File: src/rtl/core/rbva_pkg.sv
// Shared types, constants and helper functions for the radial bin visibility accumulator.
// No dependencies; every other file in rtl/core but rbva_checker imports this package.
package rbva_pkg;

	localparam logic [62:0] POWER_MAX = '1;

	typedef enum logic [0:0] {
		OP_ADD  = 1'b0,
		OP_READ = 1'b1
	} op_t;

	typedef enum logic [0:0] {
		REG_RING_COUNT = 1'b0,
		REG_RING_WIDTH = 1'b1
	} reg_idx_t;

	typedef enum logic [3:0] {
		ST_IDLE,
		ST_SQ,
		ST_BND,
		ST_CMP,
		ST_SQRT,
		ST_UPD,
		ST_RD,
		ST_RDW,
		ST_DIVS,
		ST_DIV_RE,
		ST_DIV_IM,
		ST_DONE
	} state_t;

	typedef struct packed {
		logic signed [63:0] real_s;
		logic signed [63:0] imag_s;
		logic [62:0]        power_s;
		logic signed [63:0] noise_s;
		logic [31:0]        count;
	} entry_t;

	// Handshake between the sequencer and a multi-cycle arithmetic unit.
	typedef struct packed {
		logic start;
	} unit_req_t;

	typedef struct packed {
		logic done;
	} unit_rsp_t;

	function automatic logic [31:0] abs32(input logic signed [31:0] x);
		abs32 = x[31] ? 32'(-x) : 32'(x);
	endfunction

	function automatic logic [63:0] abs64(input logic signed [63:0] x);
		abs64 = x[63] ? 64'(-x) : 64'(x);
	endfunction

	function automatic logic signed [63:0] sat_add(input logic signed [63:0] a,
			input logic signed [31:0] b);
		logic signed [64:0] s;
		s = {a[63], a} + {{33{b[31]}}, b};
		if (s[64] != s[63]) begin
			sat_add = s[64] ? {1'b1, 63'b0} : {1'b0, {63{1'b1}}};
		end else begin
			sat_add = s[63:0];
		end
	endfunction

	// A squared bound past 32 integer bits stands above any possible distance.
	function automatic logic [63:0] bound_sq(input logic [63:0] p);
		bound_sq = (p[63:32] != 32'd0) ? '1 : {p[31:0], 32'd0};
	endfunction

	function automatic logic [31:0] mean_clamp(input logic neg, input logic [63:0] q);
		logic [63:0] c;
		if (neg) begin
			c = (q > 64'h8000_0000) ? 64'h8000_0000 : q;
			mean_clamp = 32'(64'd0 - c);
		end else begin
			mean_clamp = (q > 64'h7FFF_FFFF) ? 32'h7FFF_FFFF : q[31:0];
		end
	endfunction

endpackage

File: src/rtl/core/rbva_sqrt.sv
// Bit-serial integer square root of a 64-bit value, two radicand bits per cycle.
// Depends on rbva_pkg for the start/done handshake types.
module rbva_sqrt (
	input  logic              clk,
	input  logic              arst_n,
	input  rbva_pkg::unit_req_t req,
	input  logic [63:0]       radicand,
	output rbva_pkg::unit_rsp_t rsp,
	output logic [31:0]       root
);
	import rbva_pkg::*;

	logic [63:0] rad_q;
	logic [34:0] rem_q;
	logic [31:0] root_q;
	logic [4:0]  cnt_q;
	logic        run_q;
	logic        done_q;
	logic [34:0] rem_n;
	logic [34:0] trial;

	assign rem_n = {rem_q[32:0], rad_q[63:62]};
	assign trial = {1'b0, root_q, 2'b01};

	always_ff @(posedge clk or negedge arst_n) begin
		if (!arst_n) begin
			run_q  <= 1'b0;
			done_q <= 1'b0;
			cnt_q  <= '0;
		end else begin
			done_q <= 1'b0;
			if (req.start) begin
				run_q <= 1'b1;
				cnt_q <= '0;
			end else if (run_q) begin
				cnt_q <= cnt_q + 5'd1;
				if (cnt_q == 5'd31) begin
					run_q  <= 1'b0;
					done_q <= 1'b1;
				end
			end
		end
	end

	always_ff @(posedge clk) begin
		if (req.start) begin
			rad_q  <= radicand;
			rem_q  <= '0;
			root_q <= '0;
		end else if (run_q) begin
			rad_q <= {rad_q[61:0], 2'b00};
			if (rem_n >= trial) begin
				rem_q  <= rem_n - trial;
				root_q <= {root_q[30:0], 1'b1};
			end else begin
				rem_q  <= rem_n;
				root_q <= {root_q[30:0], 1'b0};
			end
		end
	end

	assign rsp.done = done_q;
	assign root     = root_q;

endmodule

File: config.mk
export PLATFORM = sky130hd
export DESIGN_NAME = rbva_sqrt
export DESIGN_NICKNAME = d
export VERILOG_FILES = /design/src/rtl/core/rbva_pkg.sv /design/src/rtl/core/rbva_sqrt.sv
export SDC_FILE = /design/constraint.sdc
export NUM_CORES = 1
export LEC_CHECK = 0
export BUFFER_PORTS_ARGS = -buffer_cell sky130_fd_sc_hd__buf_2
export CAP_MARGIN = 20
export CORE_ASPECT_RATIO = 0.5
export CORE_MARGIN = 2
export CORE_UTILIZATION = 53
export DETAILED_ROUTE_END_ITERATION = 7
export PLACE_DENSITY = 0.77
export REMOVE_ABC_BUFFERS = 1
export SKIP_LAST_GASP = 1
export SYNTH_ARGS = -nofsm -noshare
export SYNTH_HDL_FRONTEND = slang
export SYNTH_SLANG_ARGS = --single-unit
File: constraint.sdc
create_clock -name clk -period 2.4 [get_ports clk]
set_input_delay 0.12 -clock clk [delete_from_list [all_inputs] [get_ports clk]]
set_output_delay 0.12 -clock clk [all_outputs]
set_load 0.01 [all_outputs]
======== Word level (Yosys, flattened, before mapping) ========
Index checks and enable logic that the tools add are counted.
storage, ports and cells
  flip-flop bits (word level) ............. 136
  output and inout bits ................... 33
  word-level logic and storage cells ...... 23
cells by class
  $add $sub $neg .......................... 2
  magnitude comparators ................... 1
  equality and inequality tests ........... 1
  mux-type cells .......................... 12
  reductions and logical operators ........ 1
operator list
  operator             number
  $mux 64              2
  $ge 35x34->1         1
  $mux 33              1
  $sub 33x33->33       1
  $mux 5               2
  $mux 1               7
  $add 5x1->5 const B  1
  $eq 5x5->1 const B   1
  $reduce_bool 2->1    1

======== Longest topological paths before layout ========
  depth after elaboration ................. 4
  mapped depth ............................ 12
  mapped depth without buffers ............ 10

======== Worst setup path before layout ========
OpenSTA, ideal clock, no wires.
  kind .................................... register -> register
  start point ............................. register root_q[23], in the netlist root[23]
  end point ............................... register rem_q[20]
  setup time .............................. 0.079 ns
  data arrival time ....................... 2.563 ns
  required time ........................... 2.321 ns
  slack ................................... -0.242 ns
  stages on the path, launching flop included .. 13
  path buffers ............................ 2
  clock period less this slack ............ 2.642 ns
  path through ............................ dfxtp_1 inv_1 ha_1 buf_6 a21oi_2 a21boi_0 a311o_1 a221o_1 a31oi_4 o21bai_4 buf_12 and2_4 a211oi_2
between the ends
  cells in the longest elaborated chain, start to end .. 2
ends and longest elaborated chain
  what                    RTL line         RTL
  start, declared         rbva_sqrt.sv:15  logic [31:0] root_q;
  start signal, assigned  rbva_sqrt.sv:54  root_q <= {root_q[30:0], 1'b1};
  start signal, assigned  rbva_sqrt.sv:57  root_q <= {root_q[30:0], 1'b0};
  $ge 35x34->1            rbva_sqrt.sv:52  if (rem_n >= trial) begin
  $mux 33                 rbva_sqrt.sv:52
  end signal, assigned    rbva_sqrt.sv:53  rem_q <= rem_n - trial;
  end signal, assigned    rbva_sqrt.sv:56  rem_q <= rem_n;
  end, declared           rbva_sqrt.sv:14  logic [34:0] rem_q;
No other way between the ends.
A chain may end at the register's enable or synchronous reset.

======== Worst setup path after layout ========
  start point ............................. register root_q[2], in the netlist root[2]
  end point ............................... register rem_q[19]
between the ends
  cells in the longest elaborated chain, start to end .. 2
  elaborated cells between the ends (all ways) .. 3
ends and longest elaborated chain
  what                                            RTL line
  $sub 33x33->33 or $ge 35x34->1 (tied branches)  rbva_sqrt.sv:53, rbva_sqrt.sv:52
  $mux 33 (*)                                     rbva_sqrt.sv:52
Mark *: on every way between the ends. The rest lies on a longest branch, timed or not.

==> impl_results.md <==
- Worst VDD drop: between 0.6 and 0.7 mV
- Vias: 7758
- Io pins: 100
- PwrDens: 1320 mW/mm^2
- Synth Register Bits: 136
- Area grow syn2layout: 51.8%
- Number of flops mapped to enable cells by yosys: between 60 and 70
- Vias per cell: 6.08
- Final setup violating endpoints: 34
- Largest net degree at the start of global routing: 65
- # diodes: 0
- Share of cells above drive strength 1: 0.497
- Critical path arrival: 3.09 ns
- Final Skew: about 0.0097 ns
- CP required: ~2.7 ns
- Gate power share: 0.629
- Worst setup SP type: flop
- Kind of critical path: reg2reg
- DRC Markers: 0
- Top Metal Used: met4
- WL met1: approximately 10 mm
- Mapped Cells: 741
- Syn Area/Cell: around 10 um^2
- Gr ovfl total: 0
- Clock group share of total power: 0.172
- Die X: between 150 and 200 um
- Worst setup margin: -0.372 ns
- Cell area after synthesis: 0.00770 mm^2
- Core Box Area: 0.0143 mm^2
- DR WL met2: between 10 and 15 mm
- Met3 WL: 2.49 mm
- Num rows: 31
- Ys flop type: dfxtp_1
- F_max: about 0.36 GHz
- Slew @ Worst Pin: slightly above 0.5 ns
- Static Leak: 5.26 nW
- Total power: 15.4 mW
- Clock transition at the registers of the reported paths: 0.06 ns
- Worst Path Max Fanout: 7
- CTS tree: done
- RSZ-0062 raised after global routing: true
- Iteration-0 DRC count of the detailed router: between 700 and 800
- Final HPWL from detailed placement: approximately 14 mm
- Register area share after synthesis: 0.441
- Violated checks: setup timing
- Num CTS Buffers: 17
- Seq pwr share: 0.199
- Root buf cell: clkbuf_16
- Period utilization: 1.16
- Max-Cap Viols: 0
- FF-to-FF setup slack: -0.37 ns
- Mean routed wirelength per cell: between 20 and 25 um
- PortBufs: 99
- Final net count: 1169
- Most common cell after layout, fill and taps aside: buf_4
- Worst setup EP type: flop
- CTS sink count: 136
- Slew headroom: 0.662
- Outcome: complete, but fails checks
- FFs w/ async S/R, synth: 0.0515
- H-Tree Depth: 4
- Min Tclk post-route: ~2.8 ns
- Design internal power: 9.17 mW
- CTS Buffer Depth: 2
- Ys Warns: 0
- Vias in the first global route: approximately 7300
- Final max-slew violation count: 0
- Die H: 89.2 um
- Most frequent cells in the layout: 180 x buf_4, 98 x buf_2, 84 x nor2_1
- Die Area: 0.0156 mm^2
- Hold_ws: around 0.0022 ns
- Initial Util: 0.538
- Initial antenna violation count: 0
- Antenna-violating nets left: 0
- Worst skew pair latency: 0.43 ns
- Gr usage total: 0.309
- Hold Crit Class: in2reg
- GPL Wtd Cong: 0.967
- DRT Wirelength: 26.7 mm
- Net Sw Power: around 6.3 mW
- First-pass DRT Iterations: 8
- Synth cell types: 73
- Hold Fails Final Rpt: 0
- First-pass GRT wire length: 37.2 mm
- Switching Share: 0.406
kinds of logic (layout without fill, tap and decap cells):
| family | after synthesis | in the layout | synth area share |
|---|---|---|---|
| AO/OA/AOI/OAI | 145 | 146 | 0.135 |
| XOR/XNOR | 30 | 30 | 0.0341 |
| adder cells (fa/ha/maj) | 36 | 36 | 0.0585 |
| buffers and inverters | 84 | 421 | 0.0494 |
| flip-flops | 136 | 136 | 0.441 |
| multiplexers | 120 | 120 | 0.166 |
| AND/OR/NAND/NOR | 190 | 190 | 0.115 |
through the flow:
| step | cell area (um^2) | worst slack (ns) | cells | TNS, ns | utilization |
|---|---|---|---|---|---|
| finish | 11700 | -0.372 | 1277 | -9.92 | 0.816 |
| global route | 11700 | -0.426 | 1277 | -11.32 | 0.816 |
| CTS | 11400 | -0.181 | 1272 | -4.46 | 0.797 |
| detailed placement | 9580 | -0.368 | 1167 | -10.04 | 0.669 |
| global placement | 9580 | -0.257 | 1167 | -7.55 | 0.669 |
| floorplan | 7480 | -2.16 | 701 | -175.10 | - |
per-layer routing:
layer | up-vias | track usage
li1 | 3347 | -
met1 | 3687 | 0.377
met2 | 543 | 0.529
met3 | 181 | 0.0770
met4 | 0 | 0.149
met5 | - | 0
worst max-delay path: stages, from the launching register on:
cell and delay, ns:
dfxtp_2 0.36, inv_2 0.06, ha_4 0.27, o211ai_1 0.12, o211ai_1 0.33, nand2_2 0.14
o211ai_4 0.26, a31oi_4 0.14, o21bai_4 0.36, buf_6 0.23, mux2i_1 0.09, a211oi_1 0.30
worst paths after layout:
path,from,to,cells after the start
max in group asynchronous,arst_n,run_q,2
min,radicand[50],rad_q[50],2
max,root[2],rem_q[19],11
max reg2reg,root[2],rem_q[19],11
min reg2reg,root[31],root[31],2
min in group asynchronous,arst_n,cnt_q[4],2
flip-flops by register name, summed over array words and instances (netlist names):
| register | count |
|---|---|
| rad_q | 64 |
| rsp | 1 |
| root | 32 |
| run_q | 1 |
| rem_q | 33 |
| cnt_q | 5 |
power by group through the flow:
stage / Sequential, mW / Combinational (mW) / Clock, mW
final: 3.07 / 9.70 / 2.65
after global routing: 3.09 / 10.1 / 2.76
after CTS: 3.03 / 8.25 / 2.66
after detailed placement: 3.00 / 6.73 / 0
after global placement: 2.99 / 6.56 / 0
after floorplan: 2.98 / 3.98 / 0
layout make-up:
class	count	area (um^2)
clock buffer	17	425
clock inverter	15	156
fill	721	2630
inverter	44	165
multi-input combinational	522	4680
sequential	136	3430
tap	198	248
timing repair buffer	345	2570
synth_stat cells (14+ instances only):
cell type	count	area [um^2]
edfxtp_1	64	1920
o21ai_0	24	120
nor2_1	84	315
ha_1	36	450
a21oi_1	30	150
clkbuf_1	22	82.6
inv_1	44	165
nand2_1	45	169
xor2_1	14	123
mux2i_1	57	571
mux2_2	63	709
a211oi_1	23	173
dfxtp_1	65	1300
xnor2_1	16	140
what timing repair did:
action                                  in CTS  in global routing
resized for setup                          120                 66
pin swaps                                   70                 40
endpoints found under the setup margin      34                 34
cloned                                       3                  0
hold buffers                                48                  0
endpoints found under the hold margin       54                  0
buffers inserted                            22                 13
Note: power is estimated with default switching activity, not from simulation.
