<file path="src/rtl/core/rbva_pkg.sv">
// Shared types, constants and helper functions for the radial bin visibility accumulator.
// No dependencies; every other file in rtl/core but rbva_checker imports this package.
package rbva_pkg;

	localparam logic [62:0] POWER_MAX = '1;

	typedef enum logic [0:0] {
		OP_ADD  = 1'b0,
		OP_READ = 1'b1
	} op_t;

	typedef enum logic [0:0] {
		REG_RING_COUNT = 1'b0,
		REG_RING_WIDTH = 1'b1
	} reg_idx_t;

	typedef enum logic [3:0] {
		ST_IDLE,
		ST_SQ,
		ST_BND,
		ST_CMP,
		ST_SQRT,
		ST_UPD,
		ST_RD,
		ST_RDW,
		ST_DIVS,
		ST_DIV_RE,
		ST_DIV_IM,
		ST_DONE
	} state_t;

	typedef struct packed {
		logic signed [63:0] real_s;
		logic signed [63:0] imag_s;
		logic [62:0]        power_s;
		logic signed [63:0] noise_s;
		logic [31:0]        count;
	} entry_t;

	// Handshake between the sequencer and a multi-cycle arithmetic unit.
	typedef struct packed {
		logic start;
	} unit_req_t;

	typedef struct packed {
		logic done;
	} unit_rsp_t;

	function automatic logic [31:0] abs32(input logic signed [31:0] x);
		abs32 = x[31] ? 32'(-x) : 32'(x);
	endfunction

	function automatic logic [63:0] abs64(input logic signed [63:0] x);
		abs64 = x[63] ? 64'(-x) : 64'(x);
	endfunction

	function automatic logic signed [63:0] sat_add(input logic signed [63:0] a,
			input logic signed [31:0] b);
		logic signed [64:0] s;
		s = {a[63], a} + {{33{b[31]}}, b};
		if (s[64] != s[63]) begin
			sat_add = s[64] ? {1'b1, 63'b0} : {1'b0, {63{1'b1}}};
		end else begin
			sat_add = s[63:0];
		end
	endfunction

	// A squared bound past 32 integer bits stands above any possible distance.
	function automatic logic [63:0] bound_sq(input logic [63:0] p);
		bound_sq = (p[63:32] != 32'd0) ? '1 : {p[31:0], 32'd0};
	endfunction

	function automatic logic [31:0] mean_clamp(input logic neg, input logic [63:0] q);
		logic [63:0] c;
		if (neg) begin
			c = (q > 64'h8000_0000) ? 64'h8000_0000 : q;
			mean_clamp = 32'(64'd0 - c);
		end else begin
			mean_clamp = (q > 64'h7FFF_FFFF) ? 32'h7FFF_FFFF : q[31:0];
		end
	endfunction

endpackage

</file>
<file path="src/rtl/core/rbva_div.sv">
// Restoring divider, 64-bit dividend by 32-bit divisor, one quotient bit per cycle.
// Depends on rbva_pkg for the start/done handshake types.
module rbva_div (
	input  logic              clk,
	input  logic              arst_n,
	input  rbva_pkg::unit_req_t req,
	input  logic [63:0]       dividend,
	input  logic [31:0]       divisor,
	output rbva_pkg::unit_rsp_t rsp,
	output logic [63:0]       quotient
);
	import rbva_pkg::*;

	logic [63:0] quo_q;
	logic [31:0] rem_q;
	logic [31:0] dvs_q;
	logic [5:0]  cnt_q;
	logic        run_q;
	logic        done_q;
	logic [32:0] rem_n;

	assign rem_n = {rem_q, quo_q[63]};

	always_ff @(posedge clk or negedge arst_n) begin
		if (!arst_n) begin
			run_q  <= 1'b0;
			done_q <= 1'b0;
			cnt_q  <= '0;
		end else begin
			done_q <= 1'b0;
			if (req.start) begin
				run_q <= 1'b1;
				cnt_q <= '0;
			end else if (run_q) begin
				cnt_q <= cnt_q + 6'd1;
				if (cnt_q == 6'd63) begin
					run_q  <= 1'b0;
					done_q <= 1'b1;
				end
			end
		end
	end

	// The dividend shifts out of the top of quo_q as quotient bits shift in.
	always_ff @(posedge clk) begin
		if (req.start) begin
			quo_q <= dividend;
			rem_q <= '0;
			dvs_q <= divisor;
		end else if (run_q) begin
			if (rem_n >= {1'b0, dvs_q}) begin
				rem_q <= 32'(rem_n - {1'b0, dvs_q});
				quo_q <= {quo_q[62:0], 1'b1};
			end else begin
				rem_q <= rem_n[31:0];
				quo_q <= {quo_q[62:0], 1'b0};
			end
		end
	end

	assign rsp.done = done_q;
	assign quotient = quo_q;

endmodule

</file>
<file path="config.mk">
export PLATFORM = sky130hd
export DESIGN_NAME = rbva_div
export DESIGN_NICKNAME = d
export VERILOG_FILES = /design/src/rtl/core/rbva_pkg.sv /design/src/rtl/core/rbva_div.sv
export SDC_FILE = /design/constraint.sdc
export NUM_CORES = 1
export LEC_CHECK = 0
export ABC_AREA = 1
export BUFFER_PORTS_ARGS = -buffer_cell sky130_fd_sc_hd__buf_2
export CORE_MARGIN = 2
export CORE_UTILIZATION = 57
export CTS_BUF_LIST = sky130_fd_sc_hd__clkbuf_4 sky130_fd_sc_hd__clkbuf_8
export CTS_CLUSTER_DIAMETER = 200
export CTS_CLUSTER_SIZE = 24
export DETAILED_ROUTE_END_ITERATION = 12
export PLACE_DENSITY = 0.87
export SKIP_LAST_GASP = 1
export SYNTH_ARGS = -nofsm -noshare
export SYNTH_HDL_FRONTEND = slang
export SYNTH_SLANG_ARGS = --single-unit
</file>
<file path="constraint.sdc">
create_clock -name clk -period 4 [get_ports clk]
set_clock_uncertainty 0.15 [all_clocks]
set_input_delay 0.6 -clock clk [delete_from_list [all_inputs] [get_ports clk]]
set_output_delay 0.6 -clock clk [all_outputs]
set_load 0.005 [all_outputs]
</file>
### Word-level counts from Yosys, hierarchy flattened

Cells that the tools add are included.

* $add $sub $neg: 2
* multiply operators: 0
* divide/modulo/power cells: 0
* order comparisons: 1
* equality and inequality tests: 1
* shifts and indexed selects: 0
* muxes and demuxes: 12
* bitwise operators: 0
* reductions and logical operators: 1

Operators by type and width (count)
* 64-bit two-way mux: 2
* 33-bit by 32-bit greater-or-equal comparator with 1-bit output: 1
* 32-bit two-way mux: 1
* 32-bit subtractor: 1
* 6-bit two-way mux: 2
* 1-bit two-way mux: 7
* 6-bit by 1-bit adder with 6-bit output (second input constant): 1
* 6-bit equality test (second input constant): 1
* 2-bit nonzero test: 1

* register bits after elaboration: 136
* bits in latches: 0
* memory bits (writable): 0
* bits in read-only memories: 0
* output and inout bits: 65
* memories kept: 0

### Longest topological paths before layout

Gate-level depths: netlist of the first run.

* word-level depth: 4
* mapped depth: 17
* depth with buffers taken out: 16

### Least setup slack after synthesis of the first run

Ideal clock, no wire load.

* path type: input to register
* from: input req
* to: register quo_q[0] (netlist: quotient[0]) (enable)
* library setup time: 454 ps
* data arrival time: 2706 ps
* slack: 689 ps
* stages on the path: 3
* buffers on the path: 1
* cells stage by stage: nor2_1 -> inv_1 -> clkbuf_1

* word-level cells in the longest chain between the ends: 1

Ends and longest elaborated chain
* start, declared: RTL line rbva_div.sv:6 `input rbva_pkg::unit_req_t req,`
* 2-bit nonzero test (no source line)
* end signal, assigned: RTL line rbva_div.sv:47 `quo_q <= dividend;`
* end signal, assigned: RTL line rbva_div.sv:53 `quo_q <= {quo_q[62:0], 1'b1};`
* end signal, assigned: RTL line rbva_div.sv:56 `quo_q <= {quo_q[62:0], 1'b0};`
* end, declared: RTL line rbva_div.sv:14 `logic [63:0] quo_q;`

Every way passes these cells.
A chain may end at the register's enable or synchronous reset.

### Worst setup path in the final report of the first run

* from: register rem_q[23]
* to: register rem_q[9]

* word-level cells in the longest chain between the ends: 2

Ends and longest elaborated chain
* start, declared: RTL line rbva_div.sv:15 `logic [31:0] rem_q;`
* start signal, assigned: RTL line rbva_div.sv:52 `rem_q <= 32'(rem_n - {1'b0, dvs_q});`
* start signal, assigned: RTL line rbva_div.sv:55 `rem_q <= rem_n[31:0];`
* 33-bit by 32-bit greater-or-equal comparator with 1-bit output: RTL line rbva_div.sv:51 `if (rem_n >= {1'b0, dvs_q}) begin`
* 32-bit two-way mux: RTL line rbva_div.sv:51

Every way passes these cells.

==> results_dict.tcl, run 1 <==
set metrics [dict create \
    status "complete, no violations" \
    grt_pass1_vias 7227 \
    worstHoldStart "divisor[31]" \
    cp.required_ns 4.23 \
    synth_fp_nets 1237 \
    drv_slew 0 \
    die_w_um 123 \
    startpoint "rem_q[23]" \
    postRouteAntennaNets 0 \
    synth_warnings 0 \
    setup_viol 0 \
    stdcell_count 1456 \
    portBuffers 163 \
    syn_area_um2 8120 \
    end_kind "register" \
    ys_async_sr_fraction_pct 5.88 \
    crit_top_cell "nand2_1" \
    synth.distinct_cells 34 \
    placed_cells 1423 \
    grt_max_degree 59 \
    cts_resized 0 \
    track_usage_pct 28.9 \
    slowest_delay_ns 0.52 \
    routed_wl_mm 20.9 \
    finalHoldViolCount 0 \
    vdd_drop_max_mv 0.519 \
    crit_fanout 32 \
    fin_tns_setup_ns 0 \
    clock_latency_ns 0.45 \
    grt_pass1_wl_mm 33.9 \
    wire_per_inst_um 14.3 \
    cts_max_level 4 \
    p_leak_nw 5.22 \
    final_cell_mix "493 x nand2_1, 171 x inv_1, 162 x buf_2" \
    fmax_mhz 353 \
    overflow 0 \
    syn_avg_cell_area_um2 7.35 \
    cap_violations 0 \
    area_growth_pct 17.4 \
    via_count 7425 \
    seq_area_frac_synth_pct 45.9 \
    vias_per_cell 5.10 \
    syn_inst 1104 \
    pin_count 164 \
    crit_slowest_cell "a21oi_4" \
    antenna_found_initial 1 \
    synth-seq-cells 136 \
    hp-class "in -> reg" \
    clk_pin_slew_ns 0.08 \
    rsz0062_at_grt "false" \
    cts_root_buf "clkbuf_8" \
    relSlewSlack_pct 51.7 \
    die-area_um2 15200 \
    cts_setup_buffers 0 \
    cp_num_buf_inv 2 \
    p_per_area_nw_per_um2 555 \
    cp_top_family "simple AND/OR/NAND/NOR gates" \
    synth_edf_count 96 \
    drive_gt1_share_pct 17.4 \
    initial_utilization_pct 58.5 \
    place_hpwl_mm 15.1 \
    ctsHoldBuffers 1 \
    gp_congestion 1.01 \
    ys_dominant_reg_cell "edfxtp_1" \
    clock_path_buffers 2 \
    min_period_ns 2.83 \
    num_antenna_cells 0 \
    clkSinkCount 136 \
    arrival_ns 3.06 \
    crit_path_start_kind "register" \
    min_period_over_period_pct 70.8 \
    crit_chain "ha_1 > nand2_1 > inv_1 > nand2_1 > nand2_1 > inv_1 > nand2_1 > nand2_1 > nand2_1 > a21oi_4 > nand2_4 > nand2_1 > nand3_1 > o21ai_1" \
    die_h_um 123 \
    cts_made_buffers 17 \
    core-area_um2 13900 \
    cts_tree "done" \
    drc_errors 0 \
    worstReg2RegStart "rem_q[23]" \
    rrSetupSlack_ns 1.17 \
    drtPass1Iterations 5 \
    num_rows 43 \
    final_net_count 1396 \
    path_class "reg -> reg" \
    drt-initial-drc-count 583 \
    tightest_slew_ns 0.723 \
    final_common_cell "nand2_1" \
]
==> worst paths after layout <==
kind                       cells after the start   endpoint
setup reg to reg                              14   rem_q[9]
max in group asynchronous                      2   cnt_q[1]
hold reg to reg                                2  rem_q[21]
setup / recovery                              14   rem_q[9]
min in group asynchronous                      2        rsp
hold / removal                                 1  dvs_q[31]
==> cell usage after synthesis, drive strengths merged (2+ instances only) <==
library cell  number  share of area [%]
a21oi             25                1.7
dfrtp              8                2.5
o21bai             3               0.28
nand2            502                 24
o21ai             22                1.4
nor3               8               0.55
edfxtp            96                 36
ha                33                5.1
nor2              52                2.6
and2               2               0.15
nand3             75                4.7
inv              174                8.0
clkbuf            17               0.79
dfxtp             32                7.9
nand3b            22                2.0
buf               13                1.0
xnor2             13                1.4
==> kinds of logic (layout without fill, tap and decap cells) <==
logic type / count (synthesis) / in the layout / share of synthesized area, %
simple gates: 663 / 663 / 33.8
xor+xnor: 14 / 14 / 1.51
flops: 136 / 136 / 45.9
buf+inv: 204 / 376 / 9.86
fa+ha+maj: 34 / 34 / 5.33
compound gates: 53 / 53 / 3.64
==> area by class of cell <==
cell class,instances,area [µm²]
Inverter,174,653
Clock buffer,19,255
Tap cell,180,225
Clock inverter,13,189
Fill cell,1204,4350
Timing Repair Buffer,170,886
Multi-Input combinational cell,764,3600
Sequential cell,136,3720
==> registers in the layout, indices dropped and copies added, names as in the netlist <==
| name | count |
|---|---|
| run_q | 1 |
| rem_q | 32 |
| quotient | 64 |
| rsp | 1 |
| dvs_q | 32 |
| cnt_q | 6 |
==> stage by stage <==
step           setup slack [ns]  utilization, %  area, µm²  power [mW]  hold slack, ns
2_1_floorplan             0.689               -       8120        3.48           0.154
3_3_place_gp               1.25            65.4       9070        3.96           0.300
3_5_place_dp               1.23            65.4       9070        4.00           0.302
4_1_cts                    1.21            68.6       9530        5.28           0.150
5_1_grt                   0.934            68.6       9530        5.68           0.152
6_report                   1.17            68.6       9530        5.29           0.168
==> power breakdown <==
group / total [mW] / internal [mW] / switching (mW)
combinational: 2.16 / 0.786 / 1.37
sequential: 1.86 / 1.73 / 0.126
clock: 1.28 / 0.709 / 0.570
total: 5.29 / 3.23 / 2.07
==> metal layers <==
layer	track usage (%)	routed length, µm	vias to the layer above
li1	-	-	3754
met1	35.5	8680	3337
met2	49.7	10200	290
met3	6.41	1490	42
met4	10.9	493	2
met5	0	13	-
No activity file was read; power rests on OpenSTA's default activity.
==> run 2, diff against run 1 <==
- clock period: 4 -> 2.7 ns (I/O delays scaled with it)
==> results_dict.tcl, run 2 (synthesized netlist as in run 1, its figures left out) <==
set metrics [dict create \
    die_h_um 123 \
    num_rows 43 \
    placed_cells 1427 \
    clkSinkCount 136 \
    routed_wl_mm 21.0 \
    tightest_slew_ns 0.692 \
    min_period_over_period_pct 93.2 \
    grt_pass1_wl_mm 34.6 \
    gp_congestion 0.933 \
    end_kind "register" \
    drt-initial-drc-count 674 \
    vias_per_cell 5.06 \
    drv_slew 0 \
    worst_slack_ns 0.183 \
    drive_gt1_share_pct 17.4 \
    grt_max_degree 67 \
    final_common_cell "nand2_1" \
    cts_setup_buffers 0 \
    stdcell_count 1492 \
    hold_ws_ns 0.0697 \
    post-route-util_pct 70.7 \
    status "complete, no violations" \
    overflow 0 \
    die_w_um 123 \
    via_count 7543 \
    cts_root_buf "clkbuf_8" \
    die-area_um2 15200 \
    postRouteAntennaNets 0 \
    p_leak_nw 5.36 \
    cp.required_ns 2.89 \
    path_class "reg -> reg" \
    final_net_count 1432 \
    initial_utilization_pct 58.5 \
    crit_fanout 3 \
    pre_cts_ws_ns 0.122 \
    min_period_ns 2.52 \
    drtPass1Iterations 7 \
    clk_pin_slew_ns 0.09 \
    design_area_um2 9820 \
    grt_pass1_vias 7362 \
    setup_viol 0 \
    p_per_area_nw_per_um2 771 \
    rsz0062_at_grt "false" \
    num_antenna_cells 0 \
    wire_per_inst_um 14.1 \
    cap_violations 0 \
    final_cell_mix "493 x nand2_1, 171 x inv_1, 162 x buf_2" \
    vdd_drop_max_mv 0.498 \
    clock_path_buffers 2 \
    fin_total_pwr_mw 7.57 \
    cts_max_level 4 \
    antenna_found_initial 0 \
    hp-class "in -> reg" \
    drc_errors 0 \
    finalHoldViolCount 0 \
    clock_latency_ns 0.45 \
    cts_tree "done" \
    fin_tns_setup_ns 0 \
    portBuffers 163 \
    crit_path_start_kind "register" \
    track_usage_pct 29.4 \
    cts_made_buffers 17 \
    place_hpwl_mm 15.4 \
    dpl_cell_area_um2 9130 \
    fmax_mhz 397 \
    pin_count 164 \
    relSlewSlack_pct 53.8 \
    largest_reg_flops 64 \
    arrival_ns 2.71 \
    area_growth_pct 20.9 \
    core-area_um2 13900 \
]
run 2: cell types whose count changed in the layout (fill, tap and decap cells not counted), moves of 2 or more:
cell,delta
clkinv_1,-2
bufinv_16,-4
clkinv_2,+5
dlygate4sd3_1,+32
clkinv_4,+2
buf_12,+2
run 2: final cells by class:
| type | instances | area, µm² |
|---|---|---|
| Timing Repair Buffer | 206 | 1260 |
| Inverter | 174 | 653 |
| Multi-Input combinational cell | 764 | 3600 |
| Sequential cell | 136 | 3720 |
| Clock buffer | 19 | 249 |
| Clock inverter | 13 | 96.3 |
| Tap cell | 180 | 225 |
| Fill cell | 1114 | 4060 |
run 2: worst max-delay path: stages (launching register included):
cell and delay, ns:
edfxtp_1 0.35, inv_1 0.06, ha_1 0.22, fa_1 0.43, inv_1 0.13, nand3_1 0.08
nand3_1 0.19, nand3_1 0.10, nand2_1 0.21, nand2_1 0.13, nand2_1 0.08, nand2_1 0.04
nand2_1 0.07, nand2_1 0.05, nand3_1 0.08, nand2_1 0.06
run 2: repair_timing:
| item | in CTS | in global routing |
|---|---|---|
| hold buffers | 33 | 0 |
| gates resized for setup | 0 | 2 |
| endpoints found under the setup margin | 0 | 30 |
| hold endpoints to repair | 40 | 0 |
run 2: path summary, 6_finish.rpt:
path / from / to / slack (ns) / cells after the start
min in group asynchronous: arst_n / cnt_q[3] / 0.18 / 2
worst max-delay path: quotient[63] / rem_q[20] / 0.18 / 15
worst min register to register: rem_q[19] / rem_q[19] / 0.32 / 2
max in group asynchronous: arst_n / cnt_q[2] / 2.04 / 2
worst max register to register: quotient[63] / rem_q[20] / 0.18 / 15
worst min-delay path: dividend[32] / quotient[32] / 0.07 / 3
run 2: power by group:
group / switching (mW) / internal, mW / total, mW
Combinational: 2.07 / 1.22 / 3.29
Sequential: 0.195 / 2.56 / 2.76
Clock: 0.848 / 0.664 / 1.51
Total: 3.11 / 4.45 / 7.57
run 2: layer usage:
layer	vias to the layer above	global-route usage [%]	part of all wire, %
met5	-	0	0
met4	0	10.2	2.3
met3	36	6.78	7.1
met2	302	48.6	48
met1	3377	38.0	43
li1	3828	-	-
==> run 3, diff against run 2 <==
- BUFFER_PORTS_ARGS: -buffer_cell sky130_fd_sc_hd__buf_2 -> -buffer_cell sky130_fd_sc_hd__buf_4
==> results_dict.tcl, run 3 (synthesized netlist as in run 1, its figures left out) <==
set metrics [dict create \
    status "complete, no violations" \
    rsz0062_at_grt "false" \
    routed_wl_mm 21.5 \
    p_leak_nw 5.47 \
    portBuffers 163 \
    tightest_slew_ns 0.566 \
    cp_top_family "simple AND/OR/NAND/NOR gates" \
    initial_utilization_pct 58.5 \
    die_h_um 123 \
    worstHoldStart "dividend[51]" \
    cts_root_buf "clkbuf_8" \
    grt_pass1_vias 7437 \
    cp_num_buf_inv 1 \
    overflow 0 \
    path_class "reg -> reg" \
    largest_reg_flops 64 \
    clk_pin_slew_ns 0.09 \
    clock_latency_ns 0.45 \
    grt_max_degree 52 \
    rrSetupSlack_ns 0.23 \
    p_seq_share_pct 36.3 \
    grt_pass1_wl_mm 34.5 \
    drtPass1Iterations 5 \
    fin_total_pwr_mw 7.61 \
    drc_errors 0 \
    filler_cell_count 1063 \
    worstReg2RegStart "dvs_q[2]" \
    cp.required_ns 2.88 \
    crit_fanout 32 \
    wire_per_inst_um 14.4 \
    vias_per_cell 5.12 \
    hold_path_depth 3 \
    placed_cells 1428 \
    final_net_count 1433 \
    num_rows 43 \
    clock_path_buffers 2 \
    relSlewSlack_pct 62.3 \
    final_cell_mix "493 x nand2_1, 172 x buf_4, 171 x inv_1" \
    min_period_over_period_pct 91.6 \
    drive_gt1_share_pct 17.3 \
    arrival_ns 2.65 \
    p_sw_share_pct 40.9 \
    p_sw_mw 3.11 \
    fmax_mhz 404 \
    drv_slew 0 \
    slowest_delay_ns 0.40 \
    ff2ff_path_depth 13 \
    die-area_um2 15200 \
    crit_slowest_cell "ha_1" \
    cts_made_buffers 17 \
    cap_violations 0 \
    num_antenna_cells 0 \
    postRouteAntennaNets 0 \
    core-area_um2 13900 \
    min_period_ns 2.47 \
    hp-class "in -> reg" \
    pin_count 164 \
    vdd_drop_max_mv 0.391 \
    hold-path-endpoint "quotient[51]" \
    end_kind "register" \
    setup_viol 0 \
    area_growth_pct 25.6 \
    p_per_area_nw_per_um2 746 \
    fin_tns_setup_ns 0 \
    cts_setup_buffers 0 \
    clkSinkCount 136 \
    antenna_found_initial 0 \
    cts_max_level 4 \
    gp_congestion 0.952 \
    crit_chain "inv_1 > ha_1 > nand2_1 > nor2_2 > nand3_1 > nand3_2 > nand2_2 > nand2_2 > nand2_4 > nand2_8 > nand2_1 > nand3_1 > o21ai_0" \
    r2r-end "rem_q[1]" \
    via_count 7640 \
    place_hpwl_mm 15.7 \
    power.internal_mw 4.50 \
    finalHoldViolCount 0 \
    cts_tree "done" \
    drt-initial-drc-count 513 \
    stdcell_count 1493 \
    pwr-share-clk_pct 19.7 \
    track_usage_pct 29.4 \
    pwr-share-comb_pct 44.0 \
    final_common_cell "nand2_1" \
    die_w_um 123 \
    crit_path_start_kind "register" \
]
[run 3: repair_timing]
action / 4_1_cts / 5_1_grt
resized for setup: 0 / 2
endpoints found under the setup margin: 0 / 11
hold endpoints to repair: 40 / 0
hold buffers: 33 / 0
[run 3: metrics by stage]
step                      utilization, %  hold WS, ns  cell area [µm²]  setup WS, ns
after detailed placement            68.6       0.0840             9520         0.188
after floorplan                        -      -0.0406             8120         0.571
final                               73.5       0.0742            10200         0.227
after global routing                73.5       0.0627            10200        0.0163
after CTS                           73.4       0.0544            10200         0.177
after global placement              68.6       0.0795             9520         0.236
[run 3: power groups by stage]
| stage | Sequential [mW] | Combinational [mW] | Clock, mW |
|---|---|---|---|
| after floorplan | 2.75 | 2.40 | 0 |
| after global placement | 2.79 | 3.21 | 0 |
| after detailed placement | 2.80 | 3.25 | 0 |
| after CTS | 2.76 | 3.30 | 1.52 |
| after global routing | 2.80 | 3.78 | 1.61 |
| final | 2.76 | 3.35 | 1.50 |
[run 3: worst max-delay path by stage]
stage	cells past startpoint	end	start	slack, ns
after floorplan	3	quotient[0]	run_q	0.57
after global placement	13	rem_q[0]	dvs_q[2]	0.24
final	13	rem_q[1]	dvs_q[2]	0.23
after global routing	15	rem_q[28]	quotient[63]	0.02
after detailed placement	13	rem_q[1]	dvs_q[2]	0.19
after CTS	13	rem_q[1]	dvs_q[2]	0.18
[run 3: final cells by class]
type	count	area, µm²	share of cell area (%)
Timing Repair Buffer	207	1650	16.2
Multi-Input combinational cell	764	3600	35.4
Tap cell	180	225	2.21
Clock inverter	15	103	1.01
Clock buffer	17	234	2.29
Sequential cell	136	3720	36.5
Inverter	174	653	6.41
[run 3: per-layer routing]
| metal | track usage [%] | part of all wire [%] | vias up |
|---|---|---|---|
| li1 | - | - | 3826 |
| met1 | 36.3 | 42 | 3496 |
| met2 | 49.0 | 48 | 273 |
| met3 | 7.61 | 7.3 | 45 |
| met4 | 11.7 | 2.8 | 0 |
| met5 | 0 | 0 | - |
[run 3: worst min-delay path, cell delays in order]
cell and delay (ns):
buf_4 0.08, nand2_1 0.04, nand2_1 0.05
